--- src/spq_pkg.sv ---
// Shared types and codes for the sorted priority queue.
// No dependencies; used by the top level and the port checker.
package spq_pkg;

  localparam logic [1:0] CMD_INSERT = 2'd0;
  localparam logic [1:0] CMD_DELETE = 2'd1;
  localparam logic [1:0] CMD_UPDATE = 2'd2;

  localparam logic [1:0] ST_OK       = 2'd0;
  localparam logic [1:0] ST_FULL     = 2'd1;
  localparam logic [1:0] ST_EMPTY    = 2'd2;
  localparam logic [1:0] ST_NOTFOUND = 2'd3;

  typedef struct packed {
    logic        [1:0]  command;
    logic signed [31:0] data_in;
    logic        [7:0]  priority_in;
    logic        [7:0]  new_priority;
  } spq_in_t;

  typedef struct packed {
    logic        [1:0]  status;
    logic signed [31:0] out_data;
    logic        [7:0]  out_priority;
    logic        [4:0]  entry_count;
    logic        [4:0]  matched_count;
  } spq_out_t;

endpackage

--- src/sorted_priority_queue.sv ---
// Sorted priority queue: insert walks from the rear, shifting one entry per cycle.
// Delete shifts every entry forward. Update scans for matches and, when the priority
// changes, moves the tail and refills the matches.
// One transaction at a time; busy holds off the next, and the result strobes in the cycle
// after the last busy cycle. Full insert, empty delete, unknown command and update on empty
// answer next cycle. Synchronous active-low reset empties the queue; entries are not cleared.
module sorted_priority_queue #(
  parameter int CAPACITY      = 16,
  parameter int PRIORITY_BITS = 8
) (
  input  logic             clk,
  input  logic             rst_n,
  input  logic             start,
  input  spq_pkg::spq_in_t in_item,
  output logic             busy,
  output logic             out_valid,
  output spq_pkg::spq_out_t out_item
);
  import spq_pkg::*;

  localparam int PW = (PRIORITY_BITS < 8) ? PRIORITY_BITS : 8;
  localparam int AW = $clog2(CAPACITY);
  localparam int CW = $clog2(CAPACITY + 1);
  localparam int EW = 32 + PW;

  typedef enum logic [2:0] {
    S_IDLE, S_INS, S_DEL, S_SCAN, S_SHIFT, S_FILL
  } state_t;

  state_t          state_r, state_nxt;
  logic [CW-1:0]   occ_r, occ_nxt;
  logic [CW-1:0]   j_r, j_nxt;
  logic            rv_r, rv_nxt;
  logic [CW-1:0]   ri_r, ri_nxt;
  logic [CW-1:0]   n_r, n_nxt;
  logic [CW-1:0]   w_r, w_nxt;
  logic [CW-1:0]   pos_r, pos_nxt;
  logic [31:0]     data_r, data_nxt;
  logic [PW-1:0]   pold_r, pold_nxt;
  logic [PW-1:0]   pnew_r, pnew_nxt;
  logic            out_valid_r, out_valid_nxt;
  spq_out_t        out_r, out_nxt;

  logic            slot_we;
  logic [AW-1:0]   slot_waddr;
  logic [EW-1:0]   slot_wdata;
  logic [AW-1:0]   slot_raddr;
  logic [EW-1:0]   slot_rd;
  logic            buf_we;
  logic [AW-1:0]   buf_waddr;
  logic [AW-1:0]   buf_raddr;
  logic [31:0]     buf_rd;
  logic [PW-1:0]   r_prio;
  logic [31:0]     r_data;

  assign r_prio = slot_rd[EW-1:32];
  assign r_data = slot_rd[31:0];
  assign busy   = (state_r != S_IDLE);

  spq_mem #(.DEPTH(CAPACITY), .WIDTH(EW)) u_slot (
    .clk   (clk),
    .we    (slot_we),
    .waddr (slot_waddr),
    .wdata (slot_wdata),
    .raddr (slot_raddr),
    .rdata (slot_rd)
  );

  spq_mem #(.DEPTH(CAPACITY), .WIDTH(32)) u_match (
    .clk   (clk),
    .we    (buf_we),
    .waddr (buf_waddr),
    .wdata (r_data),
    .raddr (buf_raddr),
    .rdata (buf_rd)
  );

  always_comb begin
    spq_out_t res;
    res           = '0;
    state_nxt     = state_r;
    occ_nxt       = occ_r;
    j_nxt         = j_r;
    rv_nxt        = 1'b0;
    ri_nxt        = ri_r;
    n_nxt         = n_r;
    w_nxt         = w_r;
    pos_nxt       = pos_r;
    data_nxt      = data_r;
    pold_nxt      = pold_r;
    pnew_nxt      = pnew_r;
    out_valid_nxt = 1'b0;
    out_nxt       = out_r;
    slot_we       = 1'b0;
    slot_waddr    = '0;
    slot_wdata    = slot_rd;
    slot_raddr    = '0;
    buf_we        = 1'b0;
    buf_waddr     = AW'(n_r);
    buf_raddr     = '0;

    case (state_r)
      S_IDLE: begin
        if (start) begin
          data_nxt  = in_item.data_in;
          pold_nxt  = in_item.priority_in[PW-1:0];
          pnew_nxt  = in_item.new_priority[PW-1:0];
          res.entry_count = 5'(occ_r);
          case (in_item.command)
            CMD_INSERT: begin
              if (occ_r == CW'(CAPACITY)) begin
                res.status    = ST_FULL;
                out_valid_nxt = 1'b1;
                out_nxt       = res;
              end else begin
                state_nxt = S_INS;
                j_nxt     = occ_r;
              end
            end
            CMD_DELETE: begin
              if (occ_r == '0) begin
                res.status    = ST_EMPTY;
                out_valid_nxt = 1'b1;
                out_nxt       = res;
              end else begin
                state_nxt = S_DEL;
                j_nxt     = '0;
              end
            end
            CMD_UPDATE: begin
              if (occ_r == '0) begin
                res.status    = ST_NOTFOUND;
                out_valid_nxt = 1'b1;
                out_nxt       = res;
              end else begin
                state_nxt = S_SCAN;
                j_nxt     = '0;
                n_nxt     = '0;
                w_nxt     = '0;
                pos_nxt   = '0;
              end
            end
            default: begin
              res.status    = ST_OK;
              out_valid_nxt = 1'b1;
              out_nxt       = res;
            end
          endcase
        end
      end

      S_INS: begin
        if (j_r != '0) begin
          slot_raddr = AW'(j_r - 1'b1);
          rv_nxt     = 1'b1;
          ri_nxt     = j_r - 1'b1;
          j_nxt      = j_r - 1'b1;
        end
        if (rv_r) begin
          slot_we    = 1'b1;
          slot_waddr = AW'(ri_r + 1'b1);
          if (r_prio >= pold_r) begin
            slot_wdata = {pold_r, data_r};
            rv_nxt     = 1'b0;
            occ_nxt    = occ_r + 1'b1;
            res.status      = ST_OK;
            res.entry_count = 5'(occ_r + 1'b1);
            out_valid_nxt   = 1'b1;
            out_nxt         = res;
            state_nxt       = S_IDLE;
          end
        end else if (j_r == '0) begin
          slot_we    = 1'b1;
          slot_waddr = '0;
          slot_wdata = {pold_r, data_r};
          occ_nxt    = occ_r + 1'b1;
          res.status      = ST_OK;
          res.entry_count = 5'(occ_r + 1'b1);
          out_valid_nxt   = 1'b1;
          out_nxt         = res;
          state_nxt       = S_IDLE;
        end
      end

      S_DEL: begin
        if (j_r < occ_r) begin
          slot_raddr = AW'(j_r);
          rv_nxt     = 1'b1;
          ri_nxt     = j_r;
          j_nxt      = j_r + 1'b1;
        end
        if (rv_r) begin
          if (ri_r == '0) begin
            data_nxt = r_data;
            pold_nxt = r_prio;
          end else begin
            slot_we    = 1'b1;
            slot_waddr = AW'(ri_r - 1'b1);
          end
          if (ri_r == occ_r - 1'b1) begin
            rv_nxt  = 1'b0;
            occ_nxt = occ_r - 1'b1;
            res.status       = ST_OK;
            res.out_data     = (ri_r == '0) ? r_data : data_r;
            res.out_priority = 8'((ri_r == '0) ? r_prio : pold_r);
            res.entry_count  = 5'(occ_r - 1'b1);
            out_valid_nxt    = 1'b1;
            out_nxt          = res;
            state_nxt        = S_IDLE;
          end
        end
      end

      S_SCAN: begin
        if (j_r < occ_r) begin
          slot_raddr = AW'(j_r);
          rv_nxt     = 1'b1;
          ri_nxt     = j_r;
          j_nxt      = j_r + 1'b1;
        end
        if (rv_r) begin
          if (r_prio == pold_r) begin
            buf_we = 1'b1;
            n_nxt  = n_r + 1'b1;
          end else begin
            slot_we    = (pnew_r != pold_r);
            slot_waddr = AW'(w_r);
            w_nxt      = w_r + 1'b1;
            if (r_prio >= pnew_r) begin
              pos_nxt = pos_r + 1'b1;
            end
          end
          if (ri_r == occ_r - 1'b1) begin
            rv_nxt          = 1'b0;
            res.entry_count = 5'(occ_r);
            if (n_nxt == '0) begin
              res.status    = ST_NOTFOUND;
              out_valid_nxt = 1'b1;
              out_nxt       = res;
              state_nxt     = S_IDLE;
            end else if (pnew_r == pold_r) begin
              res.status        = ST_OK;
              res.matched_count = 5'(n_nxt);
              out_valid_nxt     = 1'b1;
              out_nxt           = res;
              state_nxt         = S_IDLE;
            end else begin
              j_nxt     = w_nxt;
              state_nxt = S_SHIFT;
            end
          end
        end
      end

      S_SHIFT: begin
        if (j_r > pos_r) begin
          slot_raddr = AW'(j_r - 1'b1);
          rv_nxt     = 1'b1;
          ri_nxt     = j_r - 1'b1;
          j_nxt      = j_r - 1'b1;
        end
        if (rv_r) begin
          slot_we    = 1'b1;
          slot_waddr = AW'(ri_r + n_r);
        end else if (j_r == pos_r) begin
          j_nxt     = '0;
          state_nxt = S_FILL;
        end
      end

      S_FILL: begin
        if (j_r < n_r) begin
          buf_raddr = AW'(n_r - 1'b1 - j_r);
          rv_nxt    = 1'b1;
          ri_nxt    = j_r;
          j_nxt     = j_r + 1'b1;
        end
        if (rv_r) begin
          slot_we    = 1'b1;
          slot_waddr = AW'(pos_r + ri_r);
          slot_wdata = {pnew_r, buf_rd};
          if (ri_r == n_r - 1'b1) begin
            rv_nxt            = 1'b0;
            res.status        = ST_OK;
            res.entry_count   = 5'(occ_r);
            res.matched_count = 5'(n_r);
            out_valid_nxt     = 1'b1;
            out_nxt           = res;
            state_nxt         = S_IDLE;
          end
        end
      end

      default: begin
        state_nxt = S_IDLE;
      end
    endcase
  end

  always_ff @(posedge clk) begin
    j_r    <= j_nxt;
    ri_r   <= ri_nxt;
    n_r    <= n_nxt;
    w_r    <= w_nxt;
    pos_r  <= pos_nxt;
    data_r <= data_nxt;
    pold_r <= pold_nxt;
    pnew_r <= pnew_nxt;
    out_r  <= out_nxt;
    if (!rst_n) begin
      state_r     <= S_IDLE;
      occ_r       <= '0;
      rv_r        <= 1'b0;
      out_valid_r <= 1'b0;
    end else begin
      state_r     <= state_nxt;
      occ_r       <= occ_nxt;
      rv_r        <= rv_nxt;
      out_valid_r <= out_valid_nxt;
    end
  end

  assign out_valid = out_valid_r;
  assign out_item  = out_r;

endmodule

--- src/spq_mem.sv ---
// Simple dual-port memory: one write port, one registered read port.
// No dependencies; used for entry storage and the update match buffer.
module spq_mem #(
  parameter int DEPTH = 16,
  parameter int WIDTH = 40
) (
  input  logic                     clk,
  input  logic                     we,
  input  logic [$clog2(DEPTH)-1:0] waddr,
  input  logic [WIDTH-1:0]         wdata,
  input  logic [$clog2(DEPTH)-1:0] raddr,
  output logic [WIDTH-1:0]         rdata
);

  logic [WIDTH-1:0] mem [DEPTH];
  logic [WIDTH-1:0] rdata_r;

  always_ff @(posedge clk) begin
    if (we) begin
      mem[waddr] <= wdata;
    end
    rdata_r <= mem[raddr];
  end

  assign rdata = rdata_r;

endmodule

--- config.mk ---
export PLATFORM = sky130hd
export DESIGN_NAME = sorted_priority_queue
export DESIGN_NICKNAME = d
export VERILOG_FILES = /design/src/spq_pkg.sv /design/src/sorted_priority_queue.sv /design/src/spq_mem.sv
export SDC_FILE = /design/constraint.sdc
export NUM_CORES = 2
export LEC_CHECK = 0
export BUFFER_PORTS_ARGS = -buffer_cell sky130_fd_sc_hd__buf_2
export CELL_PAD_IN_SITES_DETAIL_PLACEMENT = 1
export CELL_PAD_IN_SITES_GLOBAL_PLACEMENT = 2
export CORE_UTILIZATION = 49
export CTS_BUF_LIST = sky130_fd_sc_hd__clkbuf_4 sky130_fd_sc_hd__clkbuf_8
export DETAILED_ROUTE_END_ITERATION = 16
export HOLD_SLACK_MARGIN = 0.08
export PLACE_DENSITY_LB_ADDON = 0.1
export SLEW_MARGIN = 30
export SYNTH_ARGS = -nofsm -noshare
export SYNTH_HDL_FRONTEND = slang
export SYNTH_SLANG_ARGS = --single-unit
--- constraint.sdc ---
create_clock -name clk -period 8.1 [get_ports clk]
set_input_delay 0.405 -clock clk [delete_from_list [all_inputs] [get_ports clk]]
set_output_delay 0.405 -clock clk [all_outputs]
set_load 0.01 [all_outputs]
---- Word-level counts from Yosys, hierarchy flattened ----
Memories as Yosys holds them, arrays and structs flattened. A register that Yosys moved wholly into a read port is not among the register bits.
Index checks and enable logic that the tools add are counted.
Widths: inputs -> output; s select.
word-level totals
  register bits after elaboration ......... 135
  memory bits (writable) .................. 1152
  output and inout bits ................... 54
  word-level logic and storage cells ...... 249
  memories ................................ 2
operators by class
  $add $sub $neg .......................... 13
  $lt $le $gt $ge ......................... 5
  equality and inequality tests ........... 43
  muxes and demuxes ....................... 143
  reduce and logical (&&, ||, !) cells .... 26
memories
  name         words  width  read ports  clocked after Yosys merged registers in  write ports  line           source
  u_slot.mem   16     40     1           1                                        1            spq_mem.sv:15  logic [WIDTH-1:0] mem [DEPTH];
  u_match.mem  16     32     1           1                                        1            spq_mem.sv:15
operator list
  operator             number
  $mux 52              15
  $pmux 52 s5          1
  $mux 40              4
  $mux 5               32
  $pmux 52 s3          1
  $mux 32              3
  $pmux 40 s2          1
  $pmux 32 s2          1
  $mux 3               17
  $pmux 5 s2           5
  $mux 4               12
  $mux 1               37
  $ne 2x2->1 const B   15
  $ne 3x3->1 const B   10
  $pmux 5 s6           1
  $add 5x1->5 const B  5
  $mux 8               3
  $logic_not 5->1      4
  $pmux 4 s5           1
  $pmux 5 s4           1
  $pmux 3 s6           1
  $eq 8x8->1           2
  $ge 8x8->1           2
  $pmux 8 s2           1
  37 further kinds     55

---- Longest topological paths before layout ----
  depth in word-level cells ............... 9
  depth in mapped cells ................... 16

---- Hierarchy ----
A second synthesis with hierarchy kept.
second synthesis, totals
  cell total of the unflattened synthesis .. 2826
  area, all modules ....................... 54290.8 um2
modules (own cells, without submodules)
  module                 instances  cells an instance  area each (um2)
  spq_mem at u_slot      1          1040               25131.6
  spq_mem at u_match     1          838                19854.0
  sorted_priority_queue  1          948                9305.2

---- Worst setup path after synthesis ----
No wires, ideal clock.
  path kind ............................... register to register
  from .................................... register pold_r[6]
  to ...................................... memory u_slot.mem[15][0] (enable)
  setup time .............................. 0.537 ns
  data arrival time ....................... 5.994 ns
  required time ........................... 7.563 ns
  path slack .............................. 1.569 ns
  cell stages (with the launch flop) ...... 13
  path buffers ............................ 1
  path through ............................ edfxtp_1 inv_1 ha_1 nand4_1 nor2_1 inv_1 buf_1 ha_1 nand2_1 o221ai_1 nand3_1 or2_2 nor4_1
on the way
  cells in the longest elaborated chain, start to end .. 6
  elaborated cells on any way between the ends .. 10
  classes of those cells .................. eq/ne: 2; mux: 8
ends and longest elaborated chain
  item                                             line                                                        source
  start, declared                                  sorted_priority_queue.sv:39                                 logic [PW-1:0] pold_r, pold_nxt;
  start signal, assigned                           sorted_priority_queue.sv:307                                pold_r <= pold_nxt;
  $ne 8x8->1 / $eq 8x8->1 (equally long branches)  sorted_priority_queue.sv:226, sorted_priority_queue.sv:222
  $mux 1                                           sorted_priority_queue.sv:222                                if (r_prio == pold_r) begin
  $mux 1                                           sorted_priority_queue.sv:221                                if (rv_r) begin
  $pmux 1 s4                                       sorted_priority_queue.sv:102                                case (state_r)
  $mux 1                                           spq_mem.sv:19                                               if (we) begin
  $mux 1 (implied by the code)                     spq_mem.sv:20                                               mem[waddr] <= wdata;
  end, declared                                    spq_mem.sv:15
Parallel ways exist; a longest one is shown, timed or not.

---- Final worst setup path ----
  from .................................... register pold_r[3]
  to ...................................... memory u_slot.mem[1][12] (enable)
The elaborated chain is that of the path after synthesis.

==> impl_metrics.json <==
{
  "netlist_instances": 3434,
  "drc": 0,
  "grt_overflow": 0,
  "ant_nets": 0,
  "yosysSeqAreaShare_pct": 73.0,
  "synth_most_common_cell": "edfxtp_1",
  "tns_ns": 0,
  "grt_pass1_vias": 34400,
  "via_per_inst": 6.17,
  "reg2reg_from": "pold_r[3]",
  "vias": 32900,
  "hold_slack_ns": 0.248,
  "avgSynthCellArea_um2": 16.0,
  "maxSlewViolCount": 0,
  "num_rows": 122,
  "async_reset_ff_share_pct": 0,
  "r2r_end": "u_slot.mem[1][12]",
  "synth-edff-count": 1277,
  "finalSetupViolations": 0,
  "cp-start-kind": "flip-flop",
  "fin_util_pct": 56.2,
  "worst_ep_required_time_ns": 8.59,
  "clock_skew_ns": 0.0443,
  "synth_compound_area_share_pct": 9.99,
  "crit_fanout": 27,
  "coreArea_um2": 111000,
  "insertion_delay_ns": 0.90,
  "clock.fmax_ghz": 0.180,
  "pre_cts_ws_ns": 2.67,
  "cts_tree": "built",
  "antenna_found_initial": 3,
  "ir_drop_mv": 0.430,
  "reg2reg_depth": 11,
  "crit_start": "pold_r[3]",
  "grt_pass1_wl_um": 233000,
  "root_buffer": "clkbuf_8",
  "syn_area_um2": 54800,
  "run_status": "complete, no violations",
  "die_h_um": 336,
  "synthXorXnorAreaFrac_pct": 0.991,
  "worst_slack_ns": 2.55,
  "post_cts_buffers": 0,
  "synth.area.mux_share_pct": 6.62,
  "reg2reg_slack_ns": 2.55,
  "drt-pass1-iter-count": 9,
  "io_buffers": 106,
  "hold_class": "in -> reg",
  "syn_nets": 3550,
  "synth_top_area_share_pct": 70.0,
  "grt_use_total_pct": 28.5,
  "synth-simple-area-share_pct": 5.49,
  "die_w_um": 336,
  "die_area_um2": 113000,
  "fin_total_pwr_mw": 21.4,
  "gp_congestion": 0.881,
  "cts.path.max_buffers": 3,
  "worstPathArrival_ns": 6.04,
  "max_slew_margin_pct": 33.9,
  "drt_iter0_drc": 3395,
  "drive_gt1_share_pct": 18.3,
  "nets": 3776,
  "ys_seq_elements": 1359,
  "synth_top_family_by_area": "compound AO/OA/AOI/OAI gates",
  "period_minus_slack_ns": 5.55,
  "yosys.cell_types.count": 75,
  "initial_utilization_pct": 49.4,
  "numCtsBuffers": 216,
  "cap_violations": 0,
  "clock-sinks": 1359,
  "synth_ff_type": "edfxtp_1",
  "area_delta_synth_final_pct": 13.7,
  "cts_max_level": 4,
  "end_kind": "flip-flop",
  "hpwl_um": 88200,
  "netlist_top_cells_count": "edfxtp_1 (1277), nand2_1 (245), mux2i_1 (181), nor2_1 (180), o22ai_1 (143)",
  "finalHoldViolations": 0,
  "tightest_slew_ns": 0.990,
  "grt_start_max_net_pins": 135,
  "synthAdderAreaFrac_pct": 1.48,
  "p_per_area_nw_per_um2": 343,
  "detail_route.wl_per_cell_um": 30.1,
  "rsz0062_at_grt": "no",
  "yosys_warnings": 0,
  "timing.final.crit_share_pct": 68.5,
  "worstSetupPathType": "reg -> reg",
  "routed_wl_um": 161000,
  "synth_top_cell_by_area": "edfxtp_1",
  "synth_area_leaders": "edfxtp_1 (70%), mux2i_1 (3.3%), mux4_2 (3.3%)",
  "crit_path_end": "u_slot.mem[1][12]",
  "io_pins": 107,
  "leakagePower_nw": 20.8,
  "clk_pin_slew_worst_paths_ns": 0.06
}
-- layout make-up --
class                           count  area (um2)
Timing Repair Buffer              233        1750
Clock inverter                     80         567
Inverter                           81         305
Clock buffer                      324        3960
Sequential cell                  1359       40000
Fill cell                       10300       48500
Multi-Input combinational cell   1769       13900
Tap cell                         1488        1860
Antenna cell                        2        5.00
-- worst min path at each step --
stage,from,end,slack (ns),depth (start not counted)
after global placement,in_item[1],pnew_r[1],0.58,1
final,in_item[6],pnew_r[6],0.25,2
after CTS,in_item[5],pnew_r[5],0.14,2
after global routing,in_item[1],pnew_r[1],0.21,2
after floorplan,in_item[0],pnew_r[0],0.50,0
after detailed placement,in_item[5],pnew_r[5],0.58,1
-- layer usage --
metal	GRT usage, %	share of wire, %	vias to the layer above
met3	6.04	7.1	239
met5	0	0	-
li1	-	-	14200
met4	7.94	2.0	0
met1	39.8	43	17300
met2	45.3	48	1155
-- metrics by stage --
stage / area, um2 / instances
6_report: 62300 / 5336
5_1_grt: 62300 / 5335
4_1_cts: 62200 / 5333
3_5_place_dp: 57200 / 4877
3_3_place_gp: 57100 / 4875
2_1_floorplan: 54800 / 3434
-- kinds of logic after synthesis --
kind of cell	count (synthesis)
mux	262
xor+xnor	62
fa+ha+maj	63
flops	1359
simple gates	639
buf+inv	306
compound gates	743
-- sequential cells by signal (all words and copies together) (netlist names) --
name,count
ri_r,5
rv_r,1
pos_r,5
w_r,5
u_slot.mem,640
out_valid,1
data_r,32
u_match.mem,512
state_r,3
occ_r,5
u_slot.rdata,40
out_item,52
u_match.rdata,32
n_r,5
j_r,5
pnew_r,8
pold_r,8
-- report_power, final --
group / leakage [nW] / internal [mW] / switching (mW)
Clock: 2.40 / 3.32 / 2.74
Combinational: 6.14 / 1.68 / 3.55
Sequential: 12.3 / 9.20 / 0.874
Total: 20.8 / 14.2 / 7.17
-- placed cells by master (no fill, tap or decap), types with 22 or more instances in the layout --
cell / netlist / final
dlygate4sd3_1: 0 / 52
inv_1: 79 / 78
a22oi_1: 43 / 43
o21ai_0: 26 / 22
nand2_1: 245 / 245
a21o_1: 95 / 95
and3_1: 75 / 74
buf_2: 79 / 106
a21oi_1: 127 / 126
o311ai_1: 40 / 40
edfxtp_1: 1277 / 1277
mux4_2: 80 / 80
dfxtp_1: 82 / 82
nor2_1: 180 / 147
a222oi_1: 31 / 31
a221oi_1: 98 / 98
xnor2_1: 48 / 47
a221o_1: 42 / 42
clkbuf_8: 0 / 244
a2111oi_0: 27 / 27
or4_1: 32 / 32
o22ai_1: 143 / 143
clkinv_1: 0 / 42
buf_4: 8 / 63
clkbuf_4: 0 / 80
nor2_4: 1 / 26
clkinv_2: 0 / 22
ha_1: 60 / 60
mux2i_1: 181 / 181
-- worst max-delay path: stages, from the launching register on --
cell,delay [ns]
edfxtp_1,0.39
inv_1,0.09
ha_1,0.34
nand4_1,0.39
nor2_1,0.68
inv_1,0.46
and3_1,0.32
o311ai_2,0.79
nor2b_1,0.29
nand2_1,0.27
nor2_4,0.51
buf_4,0.59
-- timing repair --
item | 4_1_cts | 5_1_grt
resized for setup | 0 | 0
hold buffers | 52 | 0
hold endpoints to repair | 63 | 0
No activity file was read; power rests on OpenSTA's default activity.
